## src/rtl/core/mcre_pkg.sv

```systemverilog
// package for the multi-channel read engine: item types, codes and defaults
package mcre_pkg;

    // default configuration of the engine
    localparam int NUM_CHANNELS_DEF = 8;
    localparam int ADDR_WIDTH_DEF   = 32;
    localparam int COUNT_WIDTH_DEF  = 16;

    // fixed widths of the item fields
    localparam int ADDR_FW    = 32;
    localparam int LEN_FW     = 16;
    localparam int CHAN_FW    = 3;
    localparam int DATA_FW    = 8;
    localparam int STATUS_FW  = 3;

    // command codes
    typedef enum logic {
        CMD_START = 1'b0,
        CMD_BYTE  = 1'b1
    } t_cmd;

    // result status codes
    typedef enum logic [STATUS_FW-1:0] {
        ST_STARTED  = 3'd0,
        ST_STORED   = 3'd1,
        ST_NO_FREE  = 3'd2,
        ST_IDLE_CH  = 3'd3,
        ST_ZERO_LEN = 3'd4
    } t_status;

    // one input item
    typedef struct packed {
        t_cmd               command;
        logic [ADDR_FW-1:0] start_address;
        logic [LEN_FW-1:0]  length;
        logic [CHAN_FW-1:0] channel;
        logic [DATA_FW-1:0] data_byte;
    } t_in_item;

    // one result item
    typedef struct packed {
        t_status            status;
        logic [CHAN_FW-1:0] channel_used;
        logic [ADDR_FW-1:0] write_address;
        logic [DATA_FW-1:0] write_data;
        logic               last;
    } t_out_item;

endpackage

```

## src/rtl/core/mcre_chan_tbl.sv

```systemverilog
// channel table: per-channel address and count, active mask, result logic
module mcre_chan_tbl #(
    parameter int NUM_CHANNELS = mcre_pkg::NUM_CHANNELS_DEF,
    parameter int ADDR_WIDTH   = mcre_pkg::ADDR_WIDTH_DEF,
    parameter int COUNT_WIDTH  = mcre_pkg::COUNT_WIDTH_DEF
) (
    input  logic                i_clk,
    input  logic                i_rst_n,
    input  logic                i_en,
    input  mcre_pkg::t_in_item  i_item,
    output mcre_pkg::t_out_item o_result
);

    localparam int CH_IW = (NUM_CHANNELS > 1) ? $clog2(NUM_CHANNELS) : 1;

    logic [NUM_CHANNELS-1:0] r_active;
    logic [NUM_CHANNELS-1:0] n_active;
    logic [ADDR_WIDTH-1:0]   r_addr [NUM_CHANNELS];
    logic [COUNT_WIDTH-1:0]  r_cnt  [NUM_CHANNELS];

    logic                    free_found;
    logic [CH_IW-1:0]        free_idx;
    logic [CH_IW-1:0]        ch_idx;
    logic                    ch_ok;
    logic [ADDR_WIDTH-1:0]   addr_in;
    logic [COUNT_WIDTH-1:0]  len_in;
    logic [COUNT_WIDTH-1:0]  cnt_dec;
    logic                    wr_en;
    logic [CH_IW-1:0]        wr_idx;
    logic [ADDR_WIDTH-1:0]   wr_addr;
    logic [COUNT_WIDTH-1:0]  wr_cnt;
    mcre_pkg::t_out_item     res;

    // fields reduced to the table widths
    assign addr_in = ADDR_WIDTH'(i_item.start_address);
    assign len_in  = COUNT_WIDTH'(i_item.length);
    assign ch_idx  = CH_IW'(i_item.channel);
    assign ch_ok   = (32'(i_item.channel) < 32'(NUM_CHANNELS)) && r_active[ch_idx];
    assign cnt_dec = r_cnt[ch_idx] - COUNT_WIDTH'(1);

    // lowest free channel
    always_comb begin
        free_found = 1'b0;
        free_idx   = '0;
        for (int i = NUM_CHANNELS - 1; i >= 0; i--) begin
            if (!r_active[i]) begin
                free_found = 1'b1;
                free_idx   = CH_IW'(i);
            end
        end
    end

    // result and table update for the current item
    always_comb begin
        n_active = r_active;
        wr_en    = 1'b0;
        wr_idx   = '0;
        wr_addr  = '0;
        wr_cnt   = '0;
        res      = '0;
        case (i_item.command)
            mcre_pkg::CMD_START: begin
                if (len_in == '0) begin
                    res.status = mcre_pkg::ST_ZERO_LEN;
                end else if (!free_found) begin
                    res.status = mcre_pkg::ST_NO_FREE;
                end else begin
                    res.status           = mcre_pkg::ST_STARTED;
                    res.channel_used     = mcre_pkg::CHAN_FW'(free_idx);
                    res.write_address    = mcre_pkg::ADDR_FW'(addr_in);
                    n_active[free_idx]   = 1'b1;
                    wr_en                = 1'b1;
                    wr_idx               = free_idx;
                    wr_addr              = addr_in;
                    wr_cnt               = len_in;
                end
            end
            mcre_pkg::CMD_BYTE: begin
                res.channel_used = i_item.channel;
                if (!ch_ok) begin
                    res.status = mcre_pkg::ST_IDLE_CH;
                end else begin
                    res.status        = mcre_pkg::ST_STORED;
                    res.write_address = mcre_pkg::ADDR_FW'(r_addr[ch_idx]);
                    res.write_data    = i_item.data_byte;
                    res.last          = (cnt_dec == '0);
                    wr_en             = 1'b1;
                    wr_idx            = ch_idx;
                    wr_addr           = r_addr[ch_idx] + ADDR_WIDTH'(1);
                    wr_cnt            = cnt_dec;
                    if (cnt_dec == '0) begin
                        n_active[ch_idx] = 1'b0;
                    end
                end
            end
            default: begin
                res = '0;
            end
        endcase
    end

    assign o_result = res;

    // active mask
    always_ff @(posedge i_clk) begin
        if (!i_rst_n) begin
            r_active <= '0;
        end else if (i_en) begin
            r_active <= n_active;
        end
    end

    // address and count table, written before any read of an entry
    always_ff @(posedge i_clk) begin
        if (i_en && wr_en) begin
            r_addr[wr_idx] <= wr_addr;
            r_cnt[wr_idx]  <= wr_cnt;
        end
    end

`ifndef SYNTHESIS
    // a started transfer leaves its channel active
    a_start_sets_active: assert property (@(posedge i_clk) disable iff (!i_rst_n)
        (i_en && res.status == mcre_pkg::ST_STARTED) |=> r_active[$past(free_idx)])
        else $error("started channel not marked active");

    // the final byte of a transfer frees its channel
    a_last_clears_active: assert property (@(posedge i_clk) disable iff (!i_rst_n)
        (i_en && res.status == mcre_pkg::ST_STORED && res.last)
        |=> !r_active[$past(ch_idx)])
        else $error("channel still active after last byte");

    // no free channel is reported only when every channel is busy
    a_no_free_full: assert property (@(posedge i_clk) disable iff (!i_rst_n)
        (i_en && res.status == mcre_pkg::ST_NO_FREE) |-> (&r_active))
        else $error("no free channel reported with an idle channel");
`endif

endmodule

```

## src/rtl/core/multi_channel_read_engine_unit.sv

```systemverilog
// multi-channel read engine top level: input register, channel table, result register
// an item passes the input register and the channel table into the result register
// one item per cycle unless output stalls; the table reads and updates in one pass
// a stalled result register holds back the input register, which then drops ready
// reset (synchronous, active low) clears both valid flags and all channel active bits
// address and count entries are left as they are and are loaded by each start
module multi_channel_read_engine_unit #(
    parameter int NUM_CHANNELS = mcre_pkg::NUM_CHANNELS_DEF,
    parameter int ADDR_WIDTH   = mcre_pkg::ADDR_WIDTH_DEF,
    parameter int COUNT_WIDTH  = mcre_pkg::COUNT_WIDTH_DEF
) (
    input  logic                i_clk,
    input  logic                i_rst_n,
    input  logic                i_in_valid,
    output logic                o_in_ready,
    input  mcre_pkg::t_in_item  i_in_data,
    output logic                o_out_valid,
    input  logic                i_out_ready,
    output mcre_pkg::t_out_item o_out_data
);

    logic                r_in_vld;
    mcre_pkg::t_in_item  r_in;
    logic                r_out_vld;
    mcre_pkg::t_out_item r_out;
    logic                adv;
    mcre_pkg::t_out_item tbl_res;

    // item moves on when the result register is free or being drained
    assign adv        = r_in_vld && (!r_out_vld || i_out_ready);
    assign o_in_ready = !r_in_vld || adv;

    // input register
    always_ff @(posedge i_clk) begin
        if (!i_rst_n) begin
            r_in_vld <= 1'b0;
        end else if (o_in_ready) begin
            r_in_vld <= i_in_valid;
        end
    end

    always_ff @(posedge i_clk) begin
        if (o_in_ready && i_in_valid) begin
            r_in <= i_in_data;
        end
    end

    // channel table and result logic
    mcre_chan_tbl #(
        .NUM_CHANNELS (NUM_CHANNELS),
        .ADDR_WIDTH   (ADDR_WIDTH),
        .COUNT_WIDTH  (COUNT_WIDTH)
    ) u_chan_tbl (
        .i_clk    (i_clk),
        .i_rst_n  (i_rst_n),
        .i_en     (adv),
        .i_item   (r_in),
        .o_result (tbl_res)
    );

    // result register
    always_ff @(posedge i_clk) begin
        if (!i_rst_n) begin
            r_out_vld <= 1'b0;
        end else if (adv) begin
            r_out_vld <= 1'b1;
        end else if (i_out_ready) begin
            r_out_vld <= 1'b0;
        end
    end

    always_ff @(posedge i_clk) begin
        if (adv) begin
            r_out <= tbl_res;
        end
    end

    assign o_out_valid = r_out_vld;
    assign o_out_data  = r_out;

`ifndef SYNTHESIS
    // a held item reaches the result register when that register is empty
    a_in_moves: assert property (@(posedge i_clk) disable iff (!i_rst_n)
        (r_in_vld && !r_out_vld) |=> r_out_vld)
        else $error("held item did not move to result register");

    // ready drops only while both registers hold a stalled item
    a_ready_low: assert property (@(posedge i_clk) disable iff (!i_rst_n)
        !o_in_ready |-> (r_in_vld && r_out_vld && !i_out_ready))
        else $error("input stalled without a stalled result");

    // a drained result with nothing behind it leaves the result register empty
    a_drain: assert property (@(posedge i_clk) disable iff (!i_rst_n)
        (r_out_vld && i_out_ready && !r_in_vld) |=> !r_out_vld)
        else $error("result repeated after transfer");
`endif

endmodule
```

## config.mk

```make
export PLATFORM = sky130hd
export DESIGN_NAME = multi_channel_read_engine_unit
export DESIGN_NICKNAME = d
export VERILOG_FILES = /design/src/rtl/core/mcre_pkg.sv /design/src/rtl/core/mcre_chan_tbl.sv /design/src/rtl/core/multi_channel_read_engine_unit.sv
export SDC_FILE = /design/constraint.sdc
export NUM_CORES = 1
export LEC_CHECK = 0
export ABC_AREA = 1
export BUFFER_PORTS_ARGS = -buffer_cell sky130_fd_sc_hd__clkbuf_2
export CORE_ASPECT_RATIO = 0.9
export CORE_MARGIN = 4
export CORE_UTILIZATION = 50
export DETAILED_ROUTE_END_ITERATION = 10
export HOLD_SLACK_MARGIN = 0.08
export PLACE_DENSITY_LB_ADDON = 0.3
export REMOVE_ABC_BUFFERS = 1
export SYNTH_ARGS = -nofsm -noshare
export SYNTH_HDL_FRONTEND = slang
export SYNTH_SLANG_ARGS = --single-unit
```

## constraint.sdc

```tcl
create_clock -name i_clk -period 14 [get_ports i_clk]
set_input_delay 2.8 -clock i_clk [delete_from_list [all_inputs] [get_ports i_clk]]
set_output_delay 2.8 -clock i_clk [all_outputs]
set_load 0.05 [all_outputs]
```

==> results of run 1 <==
registers in the layout, indices dropped and copies added (netlist names), named ones only:
| name | cells |
|---|---|
| r_in | 60 |
| r_in_vld | 1 |
| u_chan_tbl.r_addr | 256 |
| o_out_data | 47 |
| u_chan_tbl.r_cnt | 128 |
| o_out_valid | 1 |
| u_chan_tbl.r_active | 8 |
power groups by stage:
| stage | logic, mW | clock network (mW) | registers, mW |
|---|---|---|---|
| after detailed placement | 0.383 | 0 | 1.76 |
| after floorplan | 0.225 | 0 | 1.79 |
| final | 0.388 | 1.34 | 1.73 |
| after global placement | 0.375 | 0 | 1.76 |
| after CTS | 0.385 | 1.36 | 1.73 |
| after global routing | 0.428 | 1.42 | 1.73 |
worst register-to-register path, cell delays in order (launching register included):
cell and delay (ns):
dfxtp_4 0.65, buf_4 0.67, buf_4 0.97, nor2_1 0.14
nor2_1 0.11, o21ai_0 0.09, o21ai_0 0.11, inv_1 0.06
nand2_1 0.08, o21ai_1 0.14, nor2_1 0.19, nand2_1 0.11
nor2_2 0.16, nand2_2 0.16, nor3_4 0.29, nand3_1 0.22
o221ai_1 0.52
worst paths after layout:
path                                                           from                             endpoint  cells past startpoint
worst max register to register                            flip-flop   u_chan_tbl.r_addr[7][30]$_DFFE_PP_                     16
worst min-delay path            u_chan_tbl.r_active[5]$_SDFFE_PN0P_  u_chan_tbl.r_active[5]$_SDFFE_PN0P_                      2
worst min register to register  u_chan_tbl.r_active[5]$_SDFFE_PN0P_  u_chan_tbl.r_active[5]$_SDFFE_PN0P_                      2
worst max-delay path                                    i_out_ready                           o_in_ready                      4
stage by stage:
stage	power [mW]	hold slack [ns]	utilization, %	cell area [um^2]	setup slack (ns)
floorplan	2.02	0.451	-	21600	5.26
global placement	2.13	0.509	52.6	23200	7.80
detailed placement	2.14	0.512	52.6	23200	7.80
CTS	3.48	0.519	56.3	24900	7.80
global route	3.58	0.567	56.3	24900	7.75
finish	3.46	0.519	56.3	24900	7.81
layout by cell type, fill, tap and decap left out, types with 12 or more instances in the layout:
cell,instances
nor2_4,13
nand4_1,20
o21ai_2,14
inv_1,234
clkbuf_16,50
edfxtp_1,491
a21oi_1,15
clkbuf_2,112
nor2_1,224
nand3_1,155
o21ai_0,152
buf_4,23
nand2_1,408
o21ai_1,42
o22ai_1,86
clkinv_1,12
layer usage:
layer  vias up  GRT usage (%)
met4         0           6.49
met1      7447           30.6
met3        93           3.00
met2       641           36.4
met5         -              0
li1       7275              -
synth_stat cells, types with 2 or more instances:
cell and count:
a21oi_1 16, a31oi_1 3, buf_1 5, buf_2 27
buf_4 23, buf_6 19, buf_8 2, clkbuf_1 18
clkinv_1 2, dfxtp_1 13, edfxtp_1 491, ha_1 3
inv_1 236, inv_2 9, mux2i_1 2, nand2_1 408
nand2_2 9, nand3_1 155, nand3_2 2, nand4_1 20
nor2_1 233, nor2_2 8, nor2_4 4, nor3_1 11
nor3_2 2, nor3_4 2, o211ai_1 10, o21ai_0 152
o21ai_1 42, o21ai_2 14, o221ai_1 4, o22ai_1 86
o32ai_1 2, or2_0 2, or2_2 3, xor2_1 6
logic make-up (layout without fill, tap and decap cells):
| kind of cell | Yosys count | after routing | share of synthesized area (%) |
|---|---|---|---|
| multiplexers | 2 | 2 | 0.0898 |
| adder cells (fa/ha/maj) | 3 | 3 | 0.168 |
| AND/OR/NAND/NOR | 863 | 863 | 16.3 |
| buffers and inverters | 342 | 474 | 7.07 |
| AO/OA/AOI/OAI | 337 | 337 | 8.71 |
| XOR/XNOR | 7 | 7 | 0.275 |
| flip-flops | 504 | 504 | 67.3 |
area by class of cell:
| class | count | area, um^2 | area share (%) |
|---|---|---|---|
| flip-flops and latches | 504 | 15000 | 60.4 |
| multi-input cells | 1212 | 5790 | 23.3 |
| clock buffers | 57 | 1280 | 5.14 |
| inverters | 248 | 938 | 3.78 |
| well taps | 600 | 751 | 3.02 |
| repair buffers | 135 | 733 | 2.95 |
| clock inverters | 34 | 359 | 1.44 |
==> results.cfg, run 1 <==
[synth]
synth.distinct_cells = 50
synthTopCellsByArea = edfxtp_1 66%, nand2_1 6.9%, inv_1 4.0%, nor2_1 3.9%, nand3_1 3.5%
syn_inst = 2058
synth_seq_cells = 504
yosysTopAreaCellShare_pct = 66.2
synth_edf_count = 491
ys_seq_area_share_pct = 67.3
ys_warn_count = 0
synth.avg_cell_area_um2 = 10.8
synth_top_area_cell = edfxtp_1
ys_async_sr_fraction_pct = 0
synthFlopType = edfxtp_1
netlist_area_um2 = 22300

[cells_and_area]
final_cells = 2790
final_nets = 2218
fillCellCount = 3642
area_growth_pct = 11.5
drive_above_1_share_pct = 12.9
antenna_cells = 0

[critical_path]
ff2ff_setup_slack_ns = 9.06
path_cells = clkbuf_2, inv_1, nand3_1, clkbuf_2
crit_type = in -> out
slowest_delay_ns = 0.26
cp-start-kind = primary input
slowest_stage = clkbuf_2
cp_data_arrival_time_ns = 3.39
cp_data_required_time_ns = 11.20
crit_top_cell = clkbuf_2
cp_num_buf_inv = 3
cp_max_fo = 3
cp-end-kind = output port
cpLargestDelayFamily = buffers and inverters

[sta]
fmax_ghz = 0.161
rsz0062_at_grt = no
finalHoldViolCount = 0
finalClockSkew_ns = 0.0220
worstMarginPinSlew_ns = 1.08
setup_viol = 0
fin_crit_sh_pct = 44.2
max-slew-margin-rel_pct = 27.6
timing.final.crit_period_ns = 6.19
fin_setup_tns_ns = 0
timing.final.max_slew_violations = 0

[global_routing]
grt_util_all_layers_pct = 22.0
antenna_found_initial = 0
grt_pass1_vias = 14900
gr-total-overflow = 0
grt_max_degree = 132
grt_pass1_wl_um = 82900

[clocking]
cts_tree = done
hold_buffers = 0
clk_path_buf_depth = 3
clock-root-buffer = clkbuf_16
post-cts-setup-buffers = 0
h-tree-depth = 2
cts_buffers = 50
post_cts_resized = 0
clk_latency_ns = 0.60
cts.sinks = 504
clk_pin_slew_ns = 0.06

[power_and_ir_drop]
leakage_nw = 9.55
p_clk_share_pct = 38.8
switching_power_mw = 0.877
p_per_area_nw_per_um2 = 139
p_sw_share_pct = 25.4
intPower_mw = 2.58
vdd_drop_max_mv = 0.101
pwr-share-seq_pct = 50.0
combPwrFrac_pct = 11.2

[floorplanning]
top_level_ports = 113
core_um2 = 44100
design.die.area_um2 = 48000
initial_core_util_pct = 50.5
die_y_um = 208
die_x_um = 231
rows = 73

[detailed_routing]
drc = 0
dr.pass1.iters = 5
finalWirelength_um = 53700
top_layer = met4
wire_per_inst_um = 19.2
vias_per_cell = 5.54
ant_nets = 0
vias = 15500
drt-met1-wl_um = 22600
drtIter0Drc = 1771
wl_met2_um = 25600
dr_wl_met3_um = 4210

[placement]
port_buffers = 112
dp_cells = 2699
post-dp-hpwl_um = 31300
gp_congestion = 0.923

[run_status]
outcome = completed

[job]
maxCapViolCount = 0

[min_path]
hold_path_class = reg -> reg
No activity file was read; power rests on OpenSTA's default activity.
==> run 2: changes to the inputs <==
==> constraint.sdc (replaced) <==
create_clock -name i_clk -period 5.2 [get_ports i_clk]
set_input_delay 1.04 -clock i_clk [delete_from_list [all_inputs] [get_ports i_clk]]
set_output_delay 1.04 -clock i_clk [all_outputs]
set_load 0.05 [all_outputs]
==> results.cfg, run 2 (same netlist as run 1, synthesis figures left out) <==
[power_and_ir_drop]
switching_power_mw = 2.39
p_clk_share_pct = 40.0
vdd_drop_max_mv = 0.323
combPwrFrac_pct = 11.2
p_per_area_nw_per_um2 = 380
leakage_nw = 9.67
p_sw_share_pct = 25.0
intPower_mw = 7.15
pwr-share-seq_pct = 48.8

[clocking]
clk_latency_ns = 0.60
clk_pin_slew_ns = 0.06
cts_tree = done
post-cts-setup-buffers = 0
h-tree-depth = 2
post_cts_resized = 0
clk_path_buf_depth = 3
clock-root-buffer = clkbuf_16
cts.sinks = 504
hold_buffers = 0
cts_buffers = 49

[cells_and_area]
antenna_cells = 0
final_common_cell = edfxtp_1
fillCellCount = 3636
area_growth_pct = 12.7
top_register = u_chan_tbl.r_addr
final_cells = 2797
final_cell_mix = 491 x edfxtp_1, 408 x nand2_1, 234 x inv_1
drive_above_1_share_pct = 13.3
final_nets = 2224
top_regs = u_chan_tbl.r_addr (256), u_chan_tbl.r_cnt (128), r_in (60)
largest_reg_flops = 256

[sta]
whs_ns = 0.532
timing.final.crit_period_ns = 3.91
timing.final.max_slew_violations = 0
setup_viol = 0
finalClockSkew_ns = 0.0252
finalHoldViolCount = 0
worstMarginPinSlew_ns = 0.969
fmax_ghz = 0.256
max-slew-margin-rel_pct = 34.7
fin_crit_sh_pct = 75.2
rsz0062_at_grt = no

[detailed_routing]
ant_nets = 0
vias = 15600
drtIter0Drc = 1768
finalWirelength_um = 54900
vias_per_cell = 5.58
dr.pass1.iters = 5
wire_per_inst_um = 19.6
drc = 0

[critical_path]
cp_data_arrival_time_ns = 4.22
cp_max_fo = 150
cp-start-kind = flip-flop
cp_data_required_time_ns = 5.51
cp-end-kind = flip-flop
crit_type = reg -> reg

[min_path]
hold_path_class = reg -> reg

[floorplanning]
die_y_um = 208
die_x_um = 231
core_um2 = 44100
rows = 73
top_level_ports = 113
initial_core_util_pct = 50.5
design.die.area_um2 = 48000

[global_routing]
grt_max_degree = 151
gr-total-overflow = 0
grt_pass1_wl_um = 85300
grt_pass1_vias = 15100
antenna_found_initial = 0
grt_util_all_layers_pct = 22.6

[placement]
dp_cells = 2706
post-dp-hpwl_um = 32500
port_buffers = 112
gp_congestion = 0.937

[job]
maxCapViolCount = 0

[run_status]
outcome = completed
run 2: cell types whose count changed in the layout (fill, tap and decap cells not counted):
| cell | before | now |
|---|---|---|
| buf_12 | 0 | 8 |
| bufinv_16 | 6 | 10 |
| clkbuf_1 | 7 | 4 |
| clkinv_2 | 8 | 10 |
| buf_4 | 23 | 22 |
| clkinv_1 | 12 | 11 |
| clkinvlp_4 | 4 | 3 |
| inv_6 | 1 | 0 |
run 2: critical path, cell delays in order, from the launching register on:
cell,delay (ns)
dfxtp_4,0.46
inv_8,0.63
o21ai_0,0.20
o211ai_1,0.12
o21ai_1,0.16
inv_1,0.16
ha_1,0.18
nand2_1,0.12
nor2_1,0.15
nand2_1,0.12
nor2_2,0.16
nand2_2,0.15
nor3_4,0.26
nand3_1,0.15
o221ai_1,0.52
run 2: power groups by stage:
stage	combinational, mW	clock (mW)	sequential, mW
2_1_floorplan	0.606	0	4.83
3_3_place_gp	1.04	0	4.73
3_5_place_dp	1.06	0	4.74
4_1_cts	1.06	3.87	4.65
5_1_grt	1.18	4.03	4.65
6_report	1.07	3.82	4.65
run 2: through the flow:
step                utilization [%]  setup TNS [ns]  setup slack, ns  total power, mW  area [um^2]
finish                         56.9               0             1.29             9.53        25100
global route                   56.9               0            0.950             9.86        25100
CTS                            56.9               0             1.38             9.58        25100
detailed placement             53.0               0             1.40             5.79        23400
global placement               53.0               0             1.54             5.77        23400
floorplan                         -        -1046.13            -1.78             5.44        21600
run 2: worst paths after layout:
kind | from | slack [ns] | cells after the start | end
worst min register to register | o_out_valid$_SDFFE_PN0P_ | 0.53 | 2 | o_out_valid$_SDFFE_PN0P_
worst min-delay path | o_out_valid$_SDFFE_PN0P_ | 0.53 | 2 | o_out_valid$_SDFFE_PN0P_
worst max register to register | flip-flop | 1.29 | 14 | u_chan_tbl.r_addr[2][30]$_DFFE_PP_
worst max-delay path | flip-flop | 1.29 | 14 | u_chan_tbl.r_addr[2][30]$_DFFE_PP_
run 2: per-layer routing:
| metal | vias up | part of all wire (%) | track usage (%) |
|---|---|---|---|
| li1 | 7309 | - | - |
| met1 | 7597 | 43 | 31.9 |
| met2 | 611 | 47 | 36.5 |
| met3 | 103 | 7.3 | 3.05 |
| met4 | 0 | 2.7 | 7.40 |
| met5 | - | 0 | 0 |
run 2: layout make-up:
cell class                 count  area [um^2]  share of cell area, %
tap                          600          751                   2.99
clock buffer                  54         1270                   5.04
sequential                   504        15000                   59.8
inverter                     248          938                   3.74
timing repair buffer         142          886                   3.53
clock inverter                37          469                   1.87
multi-input combinational   1212         5790                   23.0
